==> config.mk <==
export PLATFORM = sky130hd
export DESIGN_NAME = image_diff_posterize_sharpen_top
export DESIGN_NICKNAME = d
export VERILOG_FILES = /design/src/rtl/idps_pkg.sv /design/src/rtl/image_diff_posterize_sharpen_top.sv /design/src/rtl/idps_ram.sv /design/src/rtl/idps_ctrl.sv /design/src/rtl/idps_filter.sv
export SDC_FILE = /design/constraint.sdc
export NUM_CORES = 1
export LEC_CHECK = 0
export ABC_AREA = 1
export BUFFER_PORTS_ARGS = -buffer_cell sky130_fd_sc_hd__buf_2
export CORE_MARGIN = 2
export CORE_UTILIZATION = 25
export DETAILED_ROUTE_END_ITERATION = 8
export PLACE_DENSITY = 0.41
export SLEW_MARGIN = 20
export SYNTH_ARGS = -nofsm -noshare
export SYNTH_HDL_FRONTEND = slang
export SYNTH_SLANG_ARGS = --single-unit
==> constraint.sdc <==
create_clock -name clk -period 8.2 [get_ports clk]
set_clock_uncertainty 0.1 [all_clocks]
set_input_delay 0.41 -clock clk [delete_from_list [all_inputs] [get_ports clk]]
set_output_delay 0.41 -clock clk [all_outputs]
set_load 0.01 [all_outputs]
==> src/rtl/idps_pkg.sv <==
// Shared types, constants and helper functions for the diff/posterize/sharpen block.
package idps_pkg;

  localparam int DEF_MAX_WIDTH  = 128;
  localparam int DEF_MAX_HEIGHT = 128;
  localparam int DEF_DIM        = 128;

  // command codes (in_tuser)
  localparam logic CMD_PIXEL = 1'b0;
  localparam logic CMD_DRAIN = 1'b1;

  // register indexes
  localparam logic [1:0] REG_WIDTH  = 2'd0;
  localparam logic [1:0] REG_HEIGHT = 2'd1;

  // posterize thresholds and output levels
  localparam logic [7:0] THR_LOW  = 8'd32;
  localparam logic [7:0] THR_HIGH = 8'd96;
  localparam logic [7:0] VAL_ZERO = 8'd0;
  localparam logic [7:0] VAL_MID  = 8'd128;
  localparam logic [7:0] VAL_FULL = 8'd255;

  typedef logic [1:0] lvl_t;
  localparam lvl_t LVL_ZERO = 2'd0;
  localparam lvl_t LVL_MID  = 2'd1;
  localparam lvl_t LVL_FULL = 2'd2;

  // per-item control handed from the counter logic to the filter stage
  typedef struct packed {
    logic wr;      // pixel pair stored into the line buffers
    logic emit;    // item produces a result
    logic last;    // result closes the frame
    logic border;  // result lies on the frame border
    lvl_t level;   // posterized level of the incoming pair
  } ctl_t;

  function automatic lvl_t posterize(input logic [7:0] a, input logic [7:0] b);
    logic [7:0] d;
    d = (a > b) ? (a - b) : (b - a);
    if (d < THR_LOW) begin
      return LVL_ZERO;
    end else if (d < THR_HIGH) begin
      return LVL_MID;
    end
    return LVL_FULL;
  endfunction

  function automatic logic [7:0] lvl_value(input lvl_t l);
    logic [7:0] v;
    case (l)
      LVL_ZERO: v = VAL_ZERO;
      LVL_MID:  v = VAL_MID;
      default:  v = VAL_FULL;
    endcase
    return v;
  endfunction

endpackage

==> src/rtl/image_diff_posterize_sharpen_top.sv <==
// Top level of the absolute-difference posterize and cross sharpen stream block.
//
// Input channel (in_*): one item per pixel pair, in raster order. in_tuser is the
// command: pixel pair, or drain one pending result. Pixel pairs of a row other than
// the first each release the result one row back; once the whole frame is in,
// drain items flush the last row. out_tlast marks the final pixel of a frame, after
// which the next pixel pair starts a new frame.
// Config channel (cfg_*): index 0 = width, 1 = height; any such write restarts the
// frame. Writes are always taken (cfg_ready high) and belong to idle periods.
// Throughput: one item per clock while the receiver keeps up. Each item passes one
// stage register (line buffer read, window and sharpen) and then the output
// register before its result shows on out_*.
// Line buffers are three MAX_WIDTH x 2-bit RAMs indexed by column, each with one
// read port; the read is issued on the accepting edge.
// Reset clears counters, handshake state and sets width/height to 128 (clamped to
// MAX_WIDTH/MAX_HEIGHT); line buffer contents are not cleared and need no sweep.
// Receiver stall: the output register holds its item, the stage register still
// takes one more item, then in_tready drops until out_tready returns.
module image_diff_posterize_sharpen_top import idps_pkg::*; #(
  parameter int MAX_WIDTH  = DEF_MAX_WIDTH,
  parameter int MAX_HEIGHT = DEF_MAX_HEIGHT
) (
  input  logic        clk,
  input  logic        rst_n,
  input  logic        in_tvalid,
  output logic        in_tready,
  input  logic [15:0] in_tdata,   // [7:0] pixel_a, [15:8] pixel_b
  input  logic        in_tuser,   // [0] command
  output logic        out_tvalid,
  input  logic        out_tready,
  output logic [7:0]  out_tdata,  // [7:0] pixel_out
  output logic        out_tlast,  // frame_last
  input  logic        cfg_valid,
  output logic        cfg_ready,
  input  logic [1:0]  cfg_index,
  input  logic [7:0]  cfg_data
);

  localparam int CW = $clog2(MAX_WIDTH);

  ctl_t          ctl;
  logic [CW-1:0] col;
  logic          accept;
  logic          s_ready;

  assign cfg_ready = 1'b1;
  assign in_tready = s_ready;
  assign accept    = in_tvalid && s_ready;

  // counters and per-item decisions
  idps_ctrl #(.MAX_WIDTH(MAX_WIDTH), .MAX_HEIGHT(MAX_HEIGHT)) u_ctrl (
    .clk(clk), .rst_n(rst_n),
    .cfg_valid(cfg_valid), .cfg_index(cfg_index), .cfg_data(cfg_data),
    .accept(accept), .cmd(in_tuser),
    .pix_a(in_tdata[7:0]), .pix_b(in_tdata[15:8]),
    .ctl(ctl), .col(col)
  );

  // line buffers, sharpen and result register
  idps_filter #(.MAX_WIDTH(MAX_WIDTH)) u_filter (
    .clk(clk), .rst_n(rst_n),
    .accept(accept), .ctl(ctl), .col(col),
    .s_ready(s_ready),
    .out_valid(out_tvalid), .out_ready(out_tready),
    .out_pix(out_tdata), .out_last(out_tlast)
  );

endmodule

==> src/rtl/idps_ram.sv <==
// Generic single-write, single-read RAM with registered read data.
module idps_ram #(
  parameter int WIDTH = 2,
  parameter int DEPTH = 128
) (
  input  logic                     clk,
  input  logic                     we,
  input  logic [$clog2(DEPTH)-1:0] waddr,
  input  logic [WIDTH-1:0]         wdata,
  input  logic                     re,
  input  logic [$clog2(DEPTH)-1:0] raddr,
  output logic [WIDTH-1:0]         rdata
);

  logic [WIDTH-1:0] mem [DEPTH];

  always_ff @(posedge clk) begin
    if (we) begin
      mem[waddr] <= wdata;
    end
    if (re) begin
      rdata <= mem[raddr];
    end
  end

endmodule

==> src/rtl/idps_ctrl.sv <==
// Frame geometry registers, input/output position counters and per-item decisions.
module idps_ctrl import idps_pkg::*; #(
  parameter int MAX_WIDTH  = DEF_MAX_WIDTH,
  parameter int MAX_HEIGHT = DEF_MAX_HEIGHT,
  localparam int CW = $clog2(MAX_WIDTH),
  localparam int RW = $clog2(MAX_HEIGHT)
) (
  input  logic          clk,
  input  logic          rst_n,
  input  logic          cfg_valid,
  input  logic [1:0]    cfg_index,
  input  logic [7:0]    cfg_data,
  input  logic          accept,
  input  logic          cmd,
  input  logic [7:0]    pix_a,
  input  logic [7:0]    pix_b,
  output ctl_t          ctl,
  output logic [CW-1:0] col
);

  localparam int WDW  = (CW + 1 > 8) ? CW + 1 : 8;
  localparam int HDW  = (RW + 1 > 8) ? RW + 1 : 8;
  localparam int WRST = (DEF_DIM > MAX_WIDTH) ? MAX_WIDTH - 1 : DEF_DIM - 1;
  localparam int HRST = (DEF_DIM > MAX_HEIGHT) ? MAX_HEIGHT - 1 : DEF_DIM - 1;

  logic [CW-1:0] wm1_r, wm1_nxt, ic_r, ic_nxt, oc_r, oc_nxt;
  logic [RW-1:0] hm1_r, hm1_nxt, ir_r, ir_nxt, or_r, or_nxt;
  logic          done_r, done_nxt;
  logic [CW-1:0] wm1_cfg;
  logic [RW-1:0] hm1_cfg;
  logic          pix;

  // clamped dimension minus one, stored ready for compares
  always_comb begin
    if (cfg_data == 8'd0) begin
      wm1_cfg = '0;
    end else if (WDW'(cfg_data) > WDW'(MAX_WIDTH)) begin
      wm1_cfg = CW'(MAX_WIDTH - 1);
    end else begin
      wm1_cfg = CW'(cfg_data - 8'd1);
    end
    if (cfg_data == 8'd0) begin
      hm1_cfg = '0;
    end else if (HDW'(cfg_data) > HDW'(MAX_HEIGHT)) begin
      hm1_cfg = RW'(MAX_HEIGHT - 1);
    end else begin
      hm1_cfg = RW'(cfg_data - 8'd1);
    end
  end

  assign pix = (cmd == CMD_PIXEL);

  always_comb begin
    ctl.wr     = pix && !done_r;
    ctl.emit   = pix ? (!done_r && (ir_r != '0)) : done_r;
    ctl.last   = (or_r == hm1_r) && (oc_r == wm1_r);
    ctl.border = (or_r == '0) || (or_r == hm1_r) || (oc_r == '0) || (oc_r == wm1_r);
    ctl.level  = posterize(pix_a, pix_b);
    col        = pix ? ic_r : oc_r;
  end

  always_comb begin
    wm1_nxt  = wm1_r;
    hm1_nxt  = hm1_r;
    ic_nxt   = ic_r;
    ir_nxt   = ir_r;
    oc_nxt   = oc_r;
    or_nxt   = or_r;
    done_nxt = done_r;
    if (cfg_valid) begin
      case (cfg_index)
        REG_WIDTH:  wm1_nxt = wm1_cfg;
        REG_HEIGHT: hm1_nxt = hm1_cfg;
        default: ;
      endcase
      if (cfg_index == REG_WIDTH || cfg_index == REG_HEIGHT) begin
        ic_nxt   = '0;
        ir_nxt   = '0;
        oc_nxt   = '0;
        or_nxt   = '0;
        done_nxt = 1'b0;
      end
    end else if (accept) begin
      if (ctl.wr) begin
        if (ic_r == wm1_r) begin
          ic_nxt = '0;
          if (ir_r == hm1_r) begin
            ir_nxt   = '0;
            done_nxt = 1'b1;
          end else begin
            ir_nxt = ir_r + 1'b1;
          end
        end else begin
          ic_nxt = ic_r + 1'b1;
        end
      end
      if (ctl.emit) begin
        if (ctl.last) begin
          ic_nxt   = '0;
          ir_nxt   = '0;
          oc_nxt   = '0;
          or_nxt   = '0;
          done_nxt = 1'b0;
        end else if (oc_r == wm1_r) begin
          oc_nxt = '0;
          or_nxt = or_r + 1'b1;
        end else begin
          oc_nxt = oc_r + 1'b1;
        end
      end
    end
  end

  always_ff @(posedge clk) begin
    if (!rst_n) begin
      wm1_r  <= CW'(WRST);
      hm1_r  <= RW'(HRST);
      ic_r   <= '0;
      ir_r   <= '0;
      oc_r   <= '0;
      or_r   <= '0;
      done_r <= 1'b0;
    end else begin
      wm1_r  <= wm1_nxt;
      hm1_r  <= hm1_nxt;
      ic_r   <= ic_nxt;
      ir_r   <= ir_nxt;
      oc_r   <= oc_nxt;
      or_r   <= or_nxt;
      done_r <= done_nxt;
    end
  end

`ifndef SYNTH
  a_done_home: assert property (@(posedge clk) disable iff (!rst_n)
    done_r |-> (ic_r == '0 && ir_r == '0))
    else $error("input counters not parked after frame input");
  a_cols_in_range: assert property (@(posedge clk) disable iff (!rst_n)
    (ic_r <= wm1_r) && (oc_r <= wm1_r) && (ir_r <= hm1_r) && (or_r <= hm1_r))
    else $error("position counter beyond frame size");
  a_last_restarts: assert property (@(posedge clk) disable iff (!rst_n)
    (accept && !cfg_valid && ctl.emit && ctl.last) |=> (oc_r == '0 && or_r == '0 && !done_r))
    else $error("frame end did not restart counters");
`endif

endmodule

==> src/rtl/idps_filter.sv <==
// Line buffers, 3x3 cross window and sharpen, with the stage and result registers.
module idps_filter import idps_pkg::*; #(
  parameter int MAX_WIDTH = DEF_MAX_WIDTH,
  localparam int CW = $clog2(MAX_WIDTH)
) (
  input  logic          clk,
  input  logic          rst_n,
  input  logic          accept,
  input  ctl_t          ctl,
  input  logic [CW-1:0] col,
  output logic          s_ready,
  output logic          out_valid,
  input  logic          out_ready,
  output logic [7:0]    out_pix,
  output logic          out_last
);

  logic          s1_valid_r, s1_valid_nxt;
  ctl_t          s1_ctl_r;
  logic [CW-1:0] s1_col_r;
  logic          fwd_r, fwd_nxt;
  lvl_t          prev_lvl_r, prev_ctr_r;
  logic          out_valid_r, out_valid_nxt;
  logic [7:0]    out_pix_r;
  logic          out_last_r;
  logic          out_free, s1_adv, wr_en;
  logic [CW-1:0] raddr_b;
  lvl_t          rd_c, rd_r, rd_t;
  lvl_t          ctr_eff, top_eff;
  logic [7:0]    v_c, v_t, v_b, v_l, v_r, res;
  logic signed [11:0] acc;

  assign out_free = !out_valid_r || out_ready;
  assign s1_adv   = s1_valid_r && out_free;
  assign s_ready  = !s1_valid_r || out_free;
  assign wr_en    = s1_adv && s1_ctl_r.wr;
  assign raddr_b  = (col == CW'(MAX_WIDTH - 1)) ? '0 : col + 1'b1;

  // previous row (center, and a copy for the right neighbor) and the row above it
  idps_ram #(.WIDTH(2), .DEPTH(MAX_WIDTH)) u_ram_ctr (
    .clk(clk), .we(wr_en), .waddr(s1_col_r), .wdata(s1_ctl_r.level),
    .re(accept), .raddr(col), .rdata(rd_c)
  );
  idps_ram #(.WIDTH(2), .DEPTH(MAX_WIDTH)) u_ram_rgt (
    .clk(clk), .we(wr_en), .waddr(s1_col_r), .wdata(s1_ctl_r.level),
    .re(accept), .raddr(raddr_b), .rdata(rd_r)
  );
  idps_ram #(.WIDTH(2), .DEPTH(MAX_WIDTH)) u_ram_top (
    .clk(clk), .we(wr_en), .waddr(s1_col_r), .wdata(ctr_eff),
    .re(accept), .raddr(col), .rdata(rd_t)
  );

  // same-column write and read on one edge (one-pixel rows): take the bypass
  assign ctr_eff = fwd_r ? prev_lvl_r : rd_c;
  assign top_eff = fwd_r ? prev_ctr_r : rd_t;

  always_comb begin
    v_c = lvl_value(ctr_eff);
    v_t = lvl_value(top_eff);
    v_b = lvl_value(s1_ctl_r.level);
    v_l = lvl_value(prev_ctr_r);
    v_r = lvl_value(rd_r);
    acc = $signed({2'b00, v_c, 2'b00}) + $signed({4'b0000, v_c})
        - $signed({4'b0000, v_t}) - $signed({4'b0000, v_b})
        - $signed({4'b0000, v_l}) - $signed({4'b0000, v_r});
    if (s1_ctl_r.border) begin
      res = v_c;
    end else if (acc < 12'sd0) begin
      res = VAL_ZERO;
    end else if (acc > 12'sd255) begin
      res = VAL_FULL;
    end else begin
      res = acc[7:0];
    end
  end

  always_comb begin
    s1_valid_nxt = s1_valid_r;
    fwd_nxt      = fwd_r;
    if (accept) begin
      s1_valid_nxt = 1'b1;
      fwd_nxt      = s1_valid_r && s1_ctl_r.wr && (s1_col_r == col);
    end else if (s1_adv) begin
      s1_valid_nxt = 1'b0;
      fwd_nxt      = 1'b0;
    end
    out_valid_nxt = out_free ? (s1_valid_r && s1_ctl_r.emit) : out_valid_r;
  end

  always_ff @(posedge clk) begin
    if (!rst_n) begin
      s1_valid_r  <= 1'b0;
      fwd_r       <= 1'b0;
      out_valid_r <= 1'b0;
    end else begin
      s1_valid_r  <= s1_valid_nxt;
      fwd_r       <= fwd_nxt;
      out_valid_r <= out_valid_nxt;
    end
  end

  always_ff @(posedge clk) begin
    if (accept) begin
      s1_ctl_r <= ctl;
      s1_col_r <= col;
    end
    if (wr_en) begin
      prev_lvl_r <= s1_ctl_r.level;
      prev_ctr_r <= ctr_eff;
    end
    if (out_free) begin
      out_pix_r  <= res;
      out_last_r <= s1_ctl_r.last;
    end
  end

  assign out_valid = out_valid_r;
  assign out_pix   = out_pix_r;
  assign out_last  = out_last_r;

`ifndef SYNTH
  a_fwd_needs_item: assert property (@(posedge clk) disable iff (!rst_n)
    fwd_r |-> s1_valid_r)
    else $error("bypass flagged with empty stage");
  a_interior_col: assert property (@(posedge clk) disable iff (!rst_n)
    (s1_valid_r && s1_ctl_r.emit && !s1_ctl_r.border) |-> (s1_col_r != '0))
    else $error("interior result on column zero");
  a_result_loaded: assert property (@(posedge clk) disable iff (!rst_n)
    (s1_valid_r && s1_ctl_r.emit && out_free) |=> out_valid_r)
    else $error("result lost between stage and output register");
`endif

endmodule

Yosys cells after proc, flatten, opt, wreduce, memory -nomap -nowiden
Memory sizes are Yosys's and may differ from the RTL's. A register that Yosys moved wholly into a read port is not among the register bits. Cells that the tools add are included.

Register bits: 72. RAM bits: 768. Input bits: 32. Output and inout bits: 12. Logic and storage cells: 153. Memories: 3.

Memories: u_filter.u_ram_ctr.mem (depth 128, bits a word 2, rd ports 1, clocked after memory_dff 1, wr ports 1, RTL line idps_ram.sv:15) `logic [WIDTH-1:0] mem [DEPTH];`; u_filter.u_ram_rgt.mem (depth 128, bits a word 2, rd ports 1, clocked after memory_dff 1, wr ports 1, RTL line idps_ram.sv:15); u_filter.u_ram_top.mem (depth 128, bits a word 2, rd ports 1, clocked after memory_dff 1, wr ports 1, RTL line idps_ram.sv:15).

Add/sub/neg operators: 13. Order comparisons: 6. Eq/ne operators: 13. Multiplexer cells: 57. Bitwise gates (word level): 2. Reduce and logical (&&, ||, !) cells: 38.

Operators with widths (number): two-way mux 7 bit (28); one-hot mux 8 bit (2 select lines) (5); subtractor 12 x 9 -> 12 bit (4); adder 7 x 1 -> 7 bit (second input constant) (5); == test 7 bit (5); two-way mux 8 bit (4); two-way mux 1 bit (16); subtractor 8 bit (2); logical NOT 7 bit (2); == test 2 x 1 -> 1 bit (second input constant) (6); greater-than comparator 12 x 9 -> 1 bit (second input constant) (1); logical NOT 2 bit (6); < comparator 12 x 1 -> 1 bit (second input constant) (1); adder 10 x 8 -> 11 bit (1); logical AND 1 bit (9); greater-than comparator 8 bit (1); greater-than comparator 8 bit (second input constant) (1); logical NOT 8 bit (1); < comparator 8 x 6 -> 1 bit (second input constant) (1); < comparator 8 x 7 -> 1 bit (second input constant) (1); two-way mux 2 bit (4); == test 7 bit (second input constant) (1); nonzero test 7 bit (1); subtractor 7 x 1 -> 7 bit (second input constant) (1); 10 further kinds (22).

Depth between registers and ports, before layout
Gate-level depths: netlist of run 1.

Word-level depth: 12. Depth in mapped cells: 26. Depth with buffers taken out: 26.

Modules after synthesis
A second synthesis of run 1 with hierarchy kept.

Cell total of the unflattened synthesis: 3970. Area, all modules: 39230.1 sq um.

Modules (own cells, without submodules): idps_ram (times used 3, cells an instance 1041, area each 11115.7 sq um); idps_ctrl (times used 1, cells an instance 615, area each 3707.3 sq um); idps_filter (times used 1, cells an instance 228, area each 2157.1 sq um); image_diff_posterize_sharpen_top (times used 1, cells an instance 4, area each 18.8 sq um).

Worst setup path after synthesis of run 1
OpenSTA, ideal clock, no wires.

Path kind: register to register. Start: register u_filter.s1_ctl_r[1] in the netlist's numbering. End: register u_filter.out_pix_r[3] (netlist: u_filter.out_pix[3]), data pin. Arrival: 5.420 ns. Data required time: 7.834 ns. Path slack: 2.414 ns. Cell stages (with the launch flop): 22. Clock period less this slack: 5.786 ns. Cell sequence: edfxtp_1 clkbuf_1 ha_1 ha_1 nor2_1 xor2_1 ha_1 inv_1 fa_1 inv_1 ha_1 fa_1 nand3_1 nand2_1 nand2_1 o311ai_0 xnor2_1 nand4_1 nand2_1 nand2_1 nand2_1 nand2_1.

Word-level cells in the longest chain between the ends: 9.

RTL lines: start: declaration (RTL line idps_filter.sv:19) `ctl_t s1_ctl_r;`; start signal: assignment (RTL line idps_filter.sv:104) `s1_ctl_r <= ctl;`; == test 2 x 1 -> 1 bit or logical NOT 2 bit (tied branches) (RTL line idps_pkg.sv:50) `case (l)`; one-hot mux 8 bit (2 select lines) * (RTL line idps_pkg.sv:50); subtractor 12 x 9 -> 12 bit * (RTL line idps_filter.sv:64) `- $signed({4'b0000, v_t}) - $signed({4'b0000, v_b})`; subtractor 12 x 9 -> 12 bit * (2 in a row) (RTL line idps_filter.sv:65) `- $signed({4'b0000, v_l}) - $signed({4'b0000, v_r});`; greater-than comparator 12 x 9 -> 1 bit (RTL line idps_filter.sv:70) `end else if (acc > 12'sd255) begin`; two-way mux 8 bit (RTL line idps_filter.sv:70); two-way mux 8 bit * (RTL line idps_filter.sv:68) `end else if (acc < 12'sd0) begin`; two-way mux 8 bit * (RTL line idps_filter.sv:66) `if (s1_ctl_r.border) begin`; named net u_filter.res[3] (RTL line idps_filter.sv:30) `logic [7:0] v_c, v_t, v_b, v_l, v_r, res;`; end signal: assignment (RTL line idps_filter.sv:112) `out_pix_r <= res;`; end: declaration (RTL line idps_filter.sv:24) `logic [7:0] out_pix_r;`.

The timed path passes the listed nets; every way through them passes the cells marked *. A chain may end at the register's enable or synchronous reset.

Final worst setup path of run 1
Start: register u_filter.s1_ctl_r[1] in the netlist's numbering. End: register u_filter.out_pix_r[6] (netlist: u_filter.out_pix[6]), data pin.

The elaborated chain is that of the path after synthesis.

==> impl_metrics.py, run 1 <==
metrics = {
    "place": {
        "placedCellCount": 4527,
        "gp_congestion": 0.816,
        "portBuffers": 42,
        "hpwl_mm": 57.9,
    },
    "yosys": {
        "synthCells": 3099,
        "syn_nets": 3183,
        "synth_top_area_frac": 0.552,
        "ys_top_cells_by_area": "edfxtp_1, nand3_1, nand2_1",
        "synth_area_leader_cell": "edfxtp_1",
        "synthDistinctLibCells": 52,
        "syn_area_sq_um": 29600,
        "avgSynthCellArea_sq_um": 9.56,
        "synth_warnings": 0,
        "ys_seq_elements": 590,
        "ys_seq_area_frac": 0.583,
    },
    "drt": {
        "drt-total-wl_mm": 95.8,
        "firstDrtPassIters": 7,
        "drtIter0Drc": 1897,
        "viasPerCell": 4.83,
        "routedWlPerCell_microns": 20.6,
        "ant_nets": 0,
        "vias": 22500,
        "drc": 0,
    },
    "power_and_ir_drop": {
        "switching_share": 0.280,
        "power.net_switching_uw": 2240,
        "ir_worst_vdd_mv": 0.125,
        "p_per_area_nw_per_um2": 238,
        "p_int_uw": 5760,
        "p_clk_frac": 0.404,
        "p_leak_uw": 0.0121,
        "combPwrFrac": 0.170,
        "seq_power_share": 0.426,
    },
    "hold_path": {
        "holdCritPathClass": "in2reg",
        "hold_start": "out_tready",
    },
    "layout": {
        "area_growth_pct": 13.4,
        "antenna_cells": 0,
        "num-fill-cells": 12300,
        "layout-drive-gt1-share": 0.0673,
        "regArea_sq_um": 17300,
        "multi_input_area_sq_um": 10300,
        "fin_cells": 4658,
        "final_util": 0.285,
        "fin_nets": 3150,
    },
    "setup_path": {
        "startpoint": "u_filter.s1_ctl_r[1]",
        "worstPathRequired_ps": 8450,
        "path_common_cell": "nand2_1",
        "setup.worst_path.class": "reg2reg",
        "slowest_delay_ps": 670,
        "r2r_start": "u_filter.s1_ctl_r[1]",
        "crit_path_end_kind": "register",
        "cp-start-kind": "register",
        "crit_fanout": 75,
        "crit_arrival_ps": 5330,
        "crit_chain": "buf_4 -> inv_1 -> ha_1 -> nor2_1 -> xor2_1 -> ha_1 -> inv_1 -> fa_1 -> inv_1 -> ha_1 -> fa_1 -> nand3_1 -> nand2_1 -> nand2_1 -> o311ai_0 -> xnor2_1 -> nand4_1 -> nand2_1 -> nand2_1 -> nand2_1 -> nand2_1",
        "slowest_stage": "buf_4",
    },
    "grt": {
        "grt_pass1_wl_mm": 144,
        "grt_pass1_vias": 22300,
        "grt_util_all_layers": 0.157,
        "grt_max_degree": 170,
        "overflow": 0,
        "antenna_found_initial": 2,
    },
    "timing": {
        "rsz0062_at_grt": "false",
        "fin_crit_ps": 5090,
        "fin_tns_setup_ps": 0,
        "slew_headroom": 0.290,
        "hold_violations": 0,
        "finalCritPeriodShare": 0.620,
        "slew_violations": 0,
        "worstMarginPinSlew_ps": 1060,
        "setup_viol": 0,
        "fmaxAchievable_ghz": 0.197,
        "timing.hold.ws_ps": 47.1,
    },
    "run_status": {
        "outcome": "finished clean",
    },
    "job": {
        "cap_violations": 0,
    },
    "clock_network": {
        "cts_tree": "built",
        "clock_latency_ps": 630,
        "root_buffer": "clkbuf_16",
        "htree_levels": 3,
        "clk_pin_slew_worst_paths_ps": 60,
        "post-cts-setup-buffers": 0,
        "cts.sinks": 590,
        "cts_inserted_buffers": 71,
        "clock_path_buffers": 3,
    },
    "die": {
        "fp.dieH_microns": 348,
        "fp-row-count": 126,
        "die_w_microns": 348,
        "initial_core_util": 0.252,
        "core_sq_um": 118000,
        "die_area_sq_um": 121000,
        "io_pins": 44,
    },
}
## cell usage in the layout, fill, tap and decap left out, drive strengths merged, types with 39 or more instances in the layout
cell	instances
a21oi	128
buf	77
clkbuf	89
dfxtp	46
edfxtp	544
ha	46
inv	312
nand2	450
nand3	422
nor2	368
o211ai	76
o21ai	277
o221ai	40
o22ai	39
xor2	41
## logic make-up after synthesis
kind of cell / count (synthesis) / share of synthesized area
other: 1 / 0.000127
AOI/OAI and AO/OA: 589 / 0.116
xor gates and xnor gates: 56 / 0.0166
adders and majority gates: 52 / 0.0235
buffers and inverters: 501 / 0.0703
DFF: 590 / 0.583
and+or+nand+nor: 1310 / 0.191
## layout make-up
cell class | instances | area share
Sequential cell | 590 | 0.514
Clock buffer | 89 | 0.0559
Multi-Input combinational cell | 2008 | 0.307
Timing Repair Buffer | 79 | 0.0162
Tap cell | 1536 | 0.0572
Inverter | 316 | 0.0358
Clock inverter | 40 | 0.0137
## cells in the mapped netlist (all sizes together)
| cell type | instances |
|---|---|
| xor2 | 41 |
| nand2 | 450 |
| nand3b | 11 |
| o311ai | 1 |
| a21o | 7 |
| buf | 111 |
| o32ai | 1 |
| a211oi | 4 |
| o21ai | 277 |
| o21a | 2 |
| o21bai | 3 |
| and2 | 1 |
| nor2 | 368 |
| nand3 | 422 |
| o211ai | 76 |
| a31oi | 5 |
| clkbuf | 74 |
| edfxtp | 544 |
| fa | 6 |
| nor3 | 23 |
| dfxtp | 46 |
| clkinv | 6 |
| a32oi | 1 |
| or2 | 10 |
| and3 | 1 |
| a21oi | 128 |
| xnor2 | 15 |
| ha | 46 |
| o221ai | 40 |
| nand4 | 17 |
| o22ai | 39 |
| o31ai | 1 |
| nor3b | 7 |
| o2111ai | 3 |
| conb | 1 |
| inv | 310 |
| a221oi | 1 |
## power by group through the flow
stage / clock (uW) / combinational (uW) / sequential (uW)
after CTS: 3310 / 1380 / 3410
after floorplan: 0 / 917 / 3520
after detailed placement: 0 / 1380 / 3480
final: 3230 / 1360 / 3410
after global placement: 0 / 1400 / 3480
after global routing: 3420 / 1550 / 3410
## worst paths after layout
path / end / cells past startpoint / slack [ps]
setup / recovery: u_filter.out_pix[6] / 21 / 3110
hold / removal: u_filter.s1_valid_r / 4 / 50
setup reg to reg: u_filter.out_pix[6] / 21 / 3110
hold reg to reg: u_filter.out_last / 0 / 340
## per-stage QoR
stage / cell area, sq um / power (uW) / setup WS, ps
finish: 33600 / 8000 / 3110
global route: 33600 / 8390 / 2550
CTS: 33600 / 8110 / 3040
detailed placement: 31200 / 4850 / 2890
global placement: 31200 / 4870 / 2940
floorplan: 29600 / 4430 / 2410
## critical path, delay by kind of cell (launching register included)
family / cells / cell delay [ps]
fa+ha+maj: 5 / 1770
simple gates: 9 / 1200
buf+inv: 4 / 910
flops: 1 / 360
xor+xnor: 2 / 300
compound gates: 1 / 180
## routing by layer
layer | part of all wire | GRT usage | vias up
met4 | 0.024 | 0.0494 | 0
met5 | 0 | 0 | -
met3 | 0.047 | 0.0192 | 114
li1 | - | - | 10800
met2 | 0.47 | 0.260 | 564
met1 | 0.46 | 0.212 | 11100
## repair_timing
| item | CTS | global route |
|---|---|---|
| hold buffers | 2 | 0 |
| hold endpoints to repair | 2 | 0 |
| gates resized for setup | 0 | 0 |
Note: power is estimated with default switching activity, not from simulation.
==> run 2, diff against run 1 <==
--- a/config.mk
+++ b/config.mk
@@ -10,7 +10,7 @@
 export CORE_MARGIN = 2
 export CORE_UTILIZATION = 25
 export DETAILED_ROUTE_END_ITERATION = 8
-export PLACE_DENSITY = 0.41
+export PLACE_DENSITY = 0.42
 export SLEW_MARGIN = 20
 export SYNTH_ARGS = -nofsm -noshare
 export SYNTH_HDL_FRONTEND = slang
==> constraint.sdc (replaced) <==
create_clock -name clk -period 4.35 [get_ports clk]
set_clock_uncertainty 0.1 [all_clocks]
set_input_delay 0.2175 -clock clk [delete_from_list [all_inputs] [get_ports clk]]
set_output_delay 0.2175 -clock clk [all_outputs]
set_load 0.01 [all_outputs]
==> run 2 against run 1 <==
Against the previous run:
- worst setup slack lost 2900 ps
- utilization rose by 0.84 points
- non-clock buffer count rose by 70
- critical path depth is 4 higher
- wire length down 0.57%
- critical endpoint is now u_filter.out_pix[1]
- highest routed layer unchanged
==> impl_metrics.py, run 2 (synthesis results as in run 1) <==
metrics = {
    "setup_path": {
        "r2r_start": "u_filter.prev_ctr_r[1]",
        "crit_arrival_ps": 4410,
        "setup.worst_path.class": "reg2reg",
        "worstPathRequired_ps": 4620,
        "cp-start-kind": "register",
        "slowest_stage": "edfxtp_1",
        "crit_path_end_kind": "register",
        "reg2reg_to": "u_filter.out_pix[1]",
        "reg2reg_depth": 25,
        "slowest_delay_ps": 390,
        "rrSetupSlack_ps": 210,
        "crit_fanout": 5,
    },
    "hold_path": {
        "hold_start": "in_tvalid",
        "min_to": "u_filter.fwd_r",
        "holdCritPathClass": "in2reg",
        "hold_depth": 4,
    },
    "layout": {
        "final_common_cell": "edfxtp_1",
        "fin_nets": 3223,
        "layout_common_cells": "edfxtp_1, nand2_1, nand3_1, nor2_1, inv_1",
        "layout-drive-gt1-share": 0.0968,
        "area_growth_pct": 16.7,
        "final_util": 0.293,
    },
    "drt": {
        "firstDrtPassIters": 5,
        "routedWlPerCell_microns": 20.1,
        "viasPerCell": 4.79,
        "vias": 22700,
        "drtIter0Drc": 1808,
        "drc": 0,
        "drt-total-wl_mm": 95.3,
        "ant_nets": 0,
    },
    "timing": {
        "fin_tns_setup_ps": 0,
        "setup_ws_ps": 214,
        "fin_crit_ps": 4140,
        "finalCritPeriodShare": 0.951,
        "worstMarginPinSlew_ps": 1080,
        "fmaxAchievable_ghz": 0.242,
        "slew_violations": 0,
        "hold_violations": 0,
        "setup_viol": 0,
        "slew_headroom": 0.283,
    },
    "die": {
        "io_pins": 44,
        "fp.dieH_microns": 348,
        "die_area_sq_um": 121000,
        "initial_core_util": 0.252,
        "core_sq_um": 118000,
        "die_w_microns": 348,
        "fp-row-count": 126,
    },
    "grt": {
        "overflow": 0,
        "grt_max_degree": 161,
        "grt_pass1_vias": 22500,
        "grt_pass1_wl_mm": 143,
        "grt_util_all_layers": 0.155,
        "antenna_found_initial": 0,
    },
    "power_and_ir_drop": {
        "p_total_uw": 15900,
        "p_leak_uw": 0.0125,
        "ir_worst_vdd_mv": 0.329,
        "p_per_area_nw_per_um2": 460,
    },
    "job": {
        "cap_violations": 0,
    },
    "clock_network": {
        "clock_latency_ps": 630,
        "htree_levels": 3,
        "cts_tree": "built",
        "clock_path_buffers": 3,
        "clk_pin_slew_worst_paths_ps": 60,
        "cts_inserted_buffers": 74,
        "root_buffer": "clkbuf_16",
        "cts.sinks": 590,
    },
    "place": {
        "portBuffers": 42,
        "hpwl_mm": 59.0,
        "dp_slack_ps": -111,
        "gp_congestion": 0.831,
    },
    "run_status": {
        "outcome": "finished clean",
    },
}
## run 2: changes by cell type in the layout (fill, tap and decap cells not counted), moves of 4 or more
cell and delta:
ha_4 +8, clkinv_1 -5, clkbuf_1 -6, clkinv_2 +6, inv_1 -7, buf_4 +44, clkbuf_8 +4, ha_1 -8
o21ai_0 -4, inv_2 +6, buf_12 +13, dlygate4sd3_1 +13
## run 2: worst max-delay path: cells and delay by family (launching register included)
kind,cells,cell delay [ps]
AO/OA/AOI/OAI,7,1000
XOR/XNOR,3,460
adder cells (fa/ha/maj),5,1110
buffers and inverters,5,400
flip-flops,1,390
AND/OR/NAND/NOR,5,410
## run 2: metal layers
metal  up-vias  part of all wire  GRT usage
met3       126             0.048     0.0207
met2       559              0.46      0.251
met5         -                 0          0
met1     11100              0.47      0.215
met4         0             0.021     0.0458
li1      10900                 -          -
## run 2: layout make-up
class	count	area, sq um
multi-input combinational	2008	10500
fill	12300	83200
timing repair buffer	149	1260
sequential	590	17300
antenna	3	7.51
clock inverter	38	407
tap	1536	1920
clock buffer	90	1980
inverter	316	1200
## run 2: through the flow
step,cells,cell area [sq um],hold WS [ps]
2_1_floorplan,3099,29700,253
3_3_place_gp,4580,31900,343
3_5_place_dp,4580,31900,339
4_1_cts,4724,34400,15.9
5_1_grt,4727,34600,47.1
6_report,4730,34600,78.3
## run 2: worst max path at each step
| stage | from | end | cells after the start |
|---|---|---|---|
| CTS | u_filter.prev_ctr_r[1] | u_filter.out_pix[0] | 23 |
| finish | u_filter.prev_ctr_r[1] | u_filter.out_pix[1] | 25 |
| floorplan | u_filter.s1_ctl_r[1] | u_filter.out_pix[3] | 21 |
| global placement | u_filter.prev_ctr_r[1] | u_filter.out_pix[4] | 24 |
| detailed placement | u_filter.prev_ctr_r[1] | u_filter.out_pix[0] | 22 |
| global route | u_filter.prev_ctr_r[1] | u_filter.out_pix[1] | 26 |
## run 2: power breakdown
group / leakage [uW] / total [uW] / switching (uW) / internal, uW
Combinational: 0.00607 / 3330 / 2010 / 1330
Sequential: 0.00529 / 6430 / 34.7 / 6400
Clock: 0.00118 / 6120 / 2460 / 3660
## run 2: what timing repair did
action,4_1_cts,5_1_grt
cloned,0,0
setup endpoints to repair,8,8
hold endpoints to repair,31,0
setup buffers,1,3
pin swaps,2,10
hold buffers,15,0
gates resized for setup,4,20
